--- src/hdl/pss_pkg.sv ---
`timescale 1ns / 1ps
package pss_pkg;
    localparam logic [2:0] KIND_CREATE   = 3'd0;
    localparam logic [2:0] KIND_TICK     = 3'd1;
    localparam logic [2:0] KIND_SLEEP    = 3'd2;
    localparam logic [2:0] KIND_QUERY    = 3'd3;
    localparam logic [2:0] KIND_DISPATCH = 3'd4;

    localparam logic [1:0] ST_FREE  = 2'd0;
    localparam logic [1:0] ST_READY = 2'd1;
    localparam logic [1:0] ST_SLEEP = 2'd2;
    localparam logic [1:0] ST_RUN   = 2'd3;

    localparam logic [1:0] STAT_DONE    = 2'd0;
    localparam logic [1:0] STAT_NO_FREE = 2'd1;
    localparam logic [1:0] STAT_IGNORED = 2'd2;

    localparam logic [7:0] LIMIT_RESET = 8'd10;

    typedef enum logic [5:0] {
        S_IDLE  = 6'b000001,
        S_INIT  = 6'b000010,
        S_RD    = 6'b000100,
        S_EXEC  = 6'b001000,
        S_SCAN  = 6'b010000,
        S_OUT   = 6'b100000
    } t_state;
endpackage

--- src/hdl/process_slot_scheduler.sv ---
`timescale 1ns / 1ps
// Create, sleep, query and dispatch pass through S_RD, S_OUT and S_EXEC before the result;
// a tick first runs the one-slot-per-cycle wake scan of the slot memory in S_SCAN and then
// those states. One item is in work at a time; the next is taken once the result leaves.
// Reset: after i_rst_n is released an init pass over every slot clears the slot
// memory and loads the free id queue; no item is taken during it.
module process_slot_scheduler #(
    parameter int SLOT_COUNT = 16
) (
    input  logic        i_clk,
    input  logic        i_rst_n,
    input  logic        i_cfg_valid,
    output logic        o_cfg_ready,
    input  logic [7:0]  i_cfg_data,
    input  logic        s_axis_tvalid,
    output logic        s_axis_tready,
    // [2:0] kind, [34:3] entry_address, [50:35] sleep_ticks, [55:51] zero
    input  logic [55:0] s_axis_tdata,
    output logic        m_axis_tvalid,
    input  logic        m_axis_tready,
    // [1:0] status, [5:2] process_id, [10:6] running_id, [11] preempted,
    // [16:12] woken_count, [48:17] start_address, [55:49] zero
    output logic [55:0] m_axis_tdata
);
    import pss_pkg::*;

    localparam int IW = $clog2(SLOT_COUNT);
    localparam int CW = $clog2(SLOT_COUNT + 1);
    localparam int SW = 2 + 32 + 8 + 32;

    // slot memory: {state, wake, runtime, entry}
    logic [SW-1:0] r_slot_mem [SLOT_COUNT];
    logic [IW-1:0] r_free_mem [SLOT_COUNT];
    logic [IW-1:0] r_rdy_mem  [SLOT_COUNT];

    t_state        r_state;
    logic [7:0]    r_limit;
    logic [31:0]   r_now;
    logic          r_run_vld;
    logic [IW-1:0] r_run_id;
    logic [IW-1:0] r_free_head, r_rdy_head;
    logic [CW-1:0] r_free_cnt, r_rdy_cnt;
    logic [2:0]    r_kind;
    logic [31:0]   r_entry;
    logic [15:0]   r_nap;
    logic [IW-1:0] r_addr, r_scan;
    logic          r_scan_done;
    logic          r_scan_vld;
    logic [SW-1:0] r_rdata;
    logic [IW-1:0] r_free_q, r_rdy_q;
    logic [1:0]    r_stat;
    logic [IW-1:0] r_pid;
    logic          r_pre;
    logic [4:0]    r_woken;
    logic [31:0]   r_start;
    logic          r_ovld;

    logic          we;
    logic [IW-1:0] wa;
    logic [SW-1:0] wd;
    logic          rdy_we;
    logic [IW-1:0] rdy_wa, rdy_wd;
    logic [IW-1:0] rd_addr;

    logic [1:0]  rd_st;
    logic [31:0] rd_wake, rd_ent;
    logic [7:0]  rd_rt, rt_inc;
    assign rd_st   = r_rdata[SW-1 -: 2];
    assign rd_wake = r_rdata[SW-3 -: 32];
    assign rd_rt   = r_rdata[39:32];
    assign rd_ent  = r_rdata[31:0];
    assign rt_inc  = rd_rt + 8'd1;

    function automatic logic [IW-1:0] wrap_add(input logic [IW-1:0] h, input logic [CW-1:0] c);
        logic [CW:0] s;
        s = (CW+1)'(h) + (CW+1)'(c);
        if (s >= (CW+1)'(SLOT_COUNT)) s = s - (CW+1)'(SLOT_COUNT);
        return s[IW-1:0];
    endfunction

    function automatic logic [IW-1:0] inc_id(input logic [IW-1:0] h);
        return (h == IW'(SLOT_COUNT - 1)) ? '0 : h + IW'(1);
    endfunction

    assign o_cfg_ready   = 1'b1;
    assign s_axis_tready = (r_state == S_IDLE) && !r_ovld;
    assign m_axis_tvalid = r_ovld;
    assign m_axis_tdata  = {7'd0, r_start, r_woken, r_pre,
                            (r_run_vld ? 5'(r_run_id) : 5'h1f),
                            4'(r_pid), r_stat};

    // pick read address for the slot memory
    always_comb begin
        rd_addr = r_addr;
        if (r_state == S_SCAN) rd_addr = r_scan;
    end

    // memories: one write and one registered read per cycle
    always_ff @(posedge i_clk) begin
        if (we) r_slot_mem[wa] <= wd;
        r_rdata <= r_slot_mem[rd_addr];
        if (rdy_we) r_rdy_mem[rdy_wa] <= rdy_wd;
        r_rdy_q  <= r_rdy_mem[r_rdy_head];
        r_free_q <= r_free_mem[r_free_head];
        if (r_state == S_INIT) r_free_mem[r_scan] <= r_scan;
    end

    // write port control for init, create, tick, sleep, dispatch and the wake scan
    always_comb begin
        we = 1'b0; wa = r_addr; wd = r_rdata;
        rdy_we = 1'b0; rdy_wa = wrap_add(r_rdy_head, r_rdy_cnt); rdy_wd = r_addr;
        unique case (r_state)
            S_INIT: begin
                we = 1'b1; wa = r_scan; wd = '0;
            end
            S_EXEC: begin
                unique case (r_kind)
                    KIND_CREATE: if (r_free_cnt != '0) begin
                        we = 1'b1; wa = r_free_q;
                        wd = {ST_READY, 32'd0, 8'd0, r_entry};
                        rdy_we = (r_free_q != '0) && (r_rdy_cnt < CW'(SLOT_COUNT));
                        rdy_wd = r_free_q;
                    end
                    KIND_TICK: if (r_run_vld && r_run_id != '0) begin
                        we = 1'b1;
                        if (rt_inc >= r_limit) begin
                            wd = {ST_READY, rd_wake, rt_inc, rd_ent};
                            rdy_we = r_rdy_cnt < CW'(SLOT_COUNT);
                            rdy_wd = r_run_id;
                        end else begin
                            wd = {rd_st, rd_wake, rt_inc, rd_ent};
                        end
                    end
                    KIND_SLEEP: if (r_run_vld) begin
                        we = 1'b1;
                        wd = {ST_SLEEP, r_now + {16'd0, r_nap}, rd_rt, rd_ent};
                    end
                    KIND_DISPATCH: if (!r_run_vld) begin
                        we = 1'b1;
                        wd = {ST_RUN, rd_wake, 8'd0, rd_ent};
                    end
                    default: ;
                endcase
            end
            S_SCAN: if (r_scan_vld && rd_st == ST_SLEEP && rd_wake == r_now) begin
                we = 1'b1; wa = r_addr;
                wd = {ST_READY, rd_wake, rd_rt, rd_ent};
                rdy_we = r_rdy_cnt < CW'(SLOT_COUNT);
                rdy_wd = r_addr;
            end
            default: ;
        endcase
    end

    // control sequencer
    always_ff @(posedge i_clk) begin
        if (!i_rst_n) begin
            r_state <= S_INIT; r_limit <= LIMIT_RESET; r_now <= '0;
            r_run_vld <= 1'b0; r_run_id <= '0;
            r_free_head <= '0; r_free_cnt <= CW'(SLOT_COUNT);
            r_rdy_head <= '0; r_rdy_cnt <= '0;
            r_scan <= '0; r_ovld <= 1'b0; r_addr <= '0; r_scan_done <= 1'b0;
            r_scan_vld <= 1'b0;
        end else begin
            if (i_cfg_valid) r_limit <= i_cfg_data;
            if (m_axis_tvalid && m_axis_tready) r_ovld <= 1'b0;
            if (rdy_we) r_rdy_cnt <= r_rdy_cnt + CW'(1);
            unique case (r_state)
                S_INIT: begin
                    r_scan <= inc_id(r_scan);
                    if (r_scan == IW'(SLOT_COUNT - 1)) r_state <= S_IDLE;
                end
                S_IDLE: if (s_axis_tvalid && s_axis_tready) begin
                    r_kind  <= s_axis_tdata[2:0];
                    r_entry <= s_axis_tdata[34:3];
                    r_nap   <= s_axis_tdata[50:35];
                    r_stat <= STAT_DONE; r_pid <= '0; r_pre <= 1'b0;
                    r_woken <= '0; r_start <= '0;
                    r_addr <= r_run_vld ? r_run_id : '0;
                    if (s_axis_tdata[2:0] == KIND_TICK) begin
                        r_now <= r_now + 32'd1;
                        r_scan <= '0; r_scan_done <= 1'b0; r_scan_vld <= 1'b0;
                        r_state <= S_SCAN;
                    end else begin
                        r_state <= S_RD;
                    end
                end
                S_SCAN: begin
                    // one slot per cycle; r_addr trails r_scan by the read latency
                    if (r_scan_vld && rd_st == ST_SLEEP && rd_wake == r_now)
                        r_woken <= r_woken + 5'd1;
                    r_scan_vld <= 1'b1;
                    if (r_scan == IW'(SLOT_COUNT - 1)) r_scan_done <= 1'b1;
                    if (r_scan_done) begin
                        r_addr <= r_run_vld ? r_run_id : '0;
                        r_state <= S_RD;
                    end else begin
                        r_addr <= r_scan;
                        r_scan <= inc_id(r_scan);
                    end
                end
                S_RD: begin
                    // take the dispatch target from the registered ready head
                    if (r_kind == KIND_DISPATCH && !r_run_vld)
                        r_addr <= (r_rdy_cnt != '0) ? r_rdy_q : '0;
                    r_state <= S_OUT;
                end
                S_OUT: r_state <= S_EXEC;
                S_EXEC: begin
                    r_state <= S_IDLE;
                    r_ovld <= 1'b1;
                    unique case (r_kind)
                        KIND_CREATE: begin
                            if (r_free_cnt == '0) r_stat <= STAT_NO_FREE;
                            else begin
                                r_pid <= r_free_q;
                                r_free_head <= inc_id(r_free_head);
                                r_free_cnt <= r_free_cnt - CW'(1);
                            end
                        end
                        KIND_TICK: begin
                            if (!r_run_vld) r_stat <= STAT_IGNORED;
                            else if (r_run_id != '0 && rt_inc >= r_limit) begin
                                r_run_vld <= 1'b0; r_pre <= 1'b1;
                            end
                        end
                        KIND_SLEEP: begin
                            if (!r_run_vld) r_stat <= STAT_IGNORED;
                            else r_run_vld <= 1'b0;
                        end
                        KIND_DISPATCH: begin
                            r_pid <= r_addr; r_start <= rd_ent;
                            if (!r_run_vld) begin
                                r_run_vld <= 1'b1; r_run_id <= r_addr;
                                if (r_rdy_cnt != '0) begin
                                    r_rdy_head <= inc_id(r_rdy_head);
                                    r_rdy_cnt <= r_rdy_cnt - CW'(1);
                                end
                            end
                        end
                        default: ;
                    endcase
                end
                default: r_state <= S_IDLE;
            endcase
        end
    end
endmodule

--- config.mk ---
export PLATFORM = sky130hd
export DESIGN_NAME = process_slot_scheduler
export DESIGN_NICKNAME = d
export VERILOG_FILES = /design/src/hdl/pss_pkg.sv /design/src/hdl/process_slot_scheduler.sv
export SDC_FILE = /design/constraint.sdc
export NUM_CORES = 2
export LEC_CHECK = 0
export BUFFER_PORTS_ARGS = -buffer_cell sky130_fd_sc_hd__buf_2
export CORE_ASPECT_RATIO = 2
export CORE_UTILIZATION = 61
export CTS_CLUSTER_SIZE = 24
export DETAILED_ROUTE_END_ITERATION = 6
export PLACE_DENSITY = 0.78
export SKIP_CTS_REPAIR_TIMING = 1
export SLEW_MARGIN = 20
export SYNTH_ARGS = -nofsm -noshare
export SYNTH_HDL_FRONTEND = slang
export SYNTH_SLANG_ARGS = --single-unit
--- constraint.sdc ---
create_clock -name i_clk -period 9.6 [get_ports i_clk]
set_clock_uncertainty 0.05 [all_clocks]
set_input_delay 0.48 -clock i_clk [delete_from_list [all_inputs] [get_ports i_clk]]
set_output_delay 0.48 -clock i_clk [all_outputs]
set_load 0.01 [all_outputs]
==> metrics <==
Die X=230 um; utilization after layout=0.680; Clock Power Share=0.342; crit-path cells=inv_1 -> ha_1 -> nor4b_1 -> nor4_1 -> nand2_2 -> o21ai_0 -> or4b_1 -> nor2_4 -> buf_4 -> buf_4; slowest CP cell=nand2_2; CP arrival=6.43 ns; sequential area share after synthesis=0.717; synthesized flop and latch total=1569; synth warn=0; crit path kind=reg -> reg; vias=40700; Register Area=45500 sq um; Area contributors post-synth=edfxtp_1 (67%), dfxtp_1 (5.1%), nand2_1 (4.6%); first-pass GRT wire length=233 mm; count leader, synth=edfxtp_1; die area=105000 sq um; status=completed; Least-Margin Pin Slew=1.25 ns; PD cells=222 nW/um^2; unrepaired setup endpoints after global routing=no; drt initial violations=4956; Min Hold Slack=0.0741 ns; Reg power frac=0.547; post-synth top area cell=edfxtp_1; number of I/O port buffers=114; overall global routing resource usage=0.297; VDD IR max=0.000209 V; Pint=11.8 mW; Netlist cell types=74; drt pass-1 iters=7; worst-path fanout max=38; Die Height=458 um; cell area after synthesis=63500 sq um; dpl hpwl=84.0 mm; Comb pwr share=0.111; setup TNS=0 ns; vias in the first global route=39300; Sink Count=1569; share of cells above drive strength 1=0.136; row cnt=167; LEAKAGE=24.0 nW; Final Hold Viols=0; asr flop ratio synth=0; crit start category=flip-flop; post-route minimum period=6.10 ns; # Max-Cap Violations=0; # IOs=128; area of the multi-input gates=16800 sq um; Starting Density=0.614; CP Capture Type=flip-flop; initial antenna violation count=2; average cell area after synthesis=13.9 sq um; CTS tree=yes; drt wl/cell=26.1 um; switching power=3.82 mW; Post-Syn Instances=4576; drt drc=0; period utilization=0.636; highest attainable clock frequency=164 MHz; clock tree buffer depth=3; Tightest Hold Check Type=in -> reg; total power=15.6 mW; worst path required time=9.93 ns; gpl congestion=0.903; post-route ant nets=0; area delta synth->final=10.8%; DRT Wirelength=159 mm; fin nets=4746; Main synth FF type=edfxtp_1; Synth top cells by count=edfxtp_1 (1407), nand2_1 (772), and3_1 (345); critical path's largest stage delay=0.83 ns; Cells after DPL=5795; top cell type's share of synthesized area=0.666; Slew HR=0.165; Core ar.=103000 sq um; clock latency on the worst-skew pair=0.77 ns; DR vias/cell=6.68; Final Slew Violations=0; switch share=0.245; total global routing overflow=0; TritonCTS buffer count=131; largest net degree at the start of global routing=217; final std cells w/o fill=6096; filler instances=6744; H-tree levels=4; crit-path most repeated cell=buf_4; clock-pin slew on the worst setup and hold paths=0.08 ns; CTS Root Cell=clkbuf_16; Post-synth EDFFs=1407; # setup viols final=0
metrics by stage:
| stage | setup slack (ns) | area (sq um) |
|---|---|---|
| floorplan | 1.57 | 63500 |
| global placement | 3.78 | 65400 |
| detailed placement | 3.72 | 65400 |
| CTS | 3.65 | 69700 |
| global route | 3.43 | 70300 |
| finish | 3.50 | 70300 |
final timing paths:
path	start	to	slack, ns	cells past startpoint
min reg2reg	r_free_cnt[4]	r_free_cnt[4]	0.42	2
max	r_free_cnt[0]	r_slot_mem[0][72]	3.50	10
min	i_cfg_valid	r_limit[1]	0.07	3
max reg2reg	r_free_cnt[0]	r_slot_mem[0][72]	3.50	10
per-layer routing:
metal  up-vias  track usage  wire [um]
met5         -            0         13
met4         2        0.157       8270
met3       506       0.0437      13100
met2      2322        0.514      81400
met1     20200        0.358      56100
li1      17700            -          -
state kept, by name, indices dropped and copies added (netlist names), 5 cells and up:
signal and flops:
r_limit 8, r_rdata 74, r_rdy_cnt 5, r_entry 32, r_state 6, r_woken 5, r_slot_mem 1184, r_now 32
r_rdy_mem 64, r_nap 16, r_free_mem 64, r_free_cnt 5, r_start 32
kinds of logic after synthesis:
family                     share of synthesized area
DFF                                            0.717
adders and majority gates                    0.00832
buffers and inverters                         0.0232
and+or+nand+nor                                0.110
muxes                                         0.0176
AOI/OAI and AO/OA                              0.111
xor gates and xnor gates                      0.0139
other                                       0.000118
final cells by class:
cell class,instances,share of cell area
diodes,1,0.0000356
clock buffers,175,0.0525
clock inverters,65,0.00840
inverters,22,0.00117
multi-input cells,2635,0.238
flip-flops and latches,1569,0.647
well taps,1352,0.0241
repair buffers,277,0.0287
worst max-delay path: cells and delay by family (launching register included):
| family | cells | cell delay (ns) |
|---|---|---|
| and+or+nand+nor | 5 | 3.34 |
| buffers and inverters | 3 | 1.31 |
| AOI/OAI and AO/OA | 1 | 0.35 |
| DFF | 1 | 0.34 |
| adders and majority gates | 1 | 0.18 |
cell usage in the layout, fill, tap and decap left out, drive strengths merged, types with 7 or more instances in the layout:
master	Yosys	routed
o21ai	59	59
nand2	772	772
edfxtp	1407	1407
and2	23	23
o22ai	76	76
dlygate4sd3	0	60
a211oi	304	304
xor2	36	36
nand2b	20	20
nand3b	7	7
nand4	14	14
clkbuf	298	175
nor2	123	123
clkinv	0	43
a21oi	57	57
buf	58	217
bufinv	0	9
nand3	70	70
ha	39	39
a221o	77	77
a31o	148	148
or3	13	13
a21o	11	11
and3	345	345
inv	22	30
o211ai	9	9
or2	8	8
nor3	30	30
conb	2	8
nor4	11	11
mux4	40	40
nor2b	9	9
or4	9	9
dfxtp	162	162
xnor2	65	65
mux2i	18	18
a31oi	151	151
power groups by stage:
stage | clock network, mW | logic, mW | registers, mW
after detailed placement | 0 | 1.68 | 8.66
final | 5.34 | 1.74 | 8.53
after global routing | 5.61 | 1.85 | 8.56
after global placement | 0 | 1.64 | 8.65
after floorplan | 0 | 1.08 | 8.56
after CTS | 5.37 | 1.70 | 8.52
No activity file was read; power rests on OpenSTA's default activity.
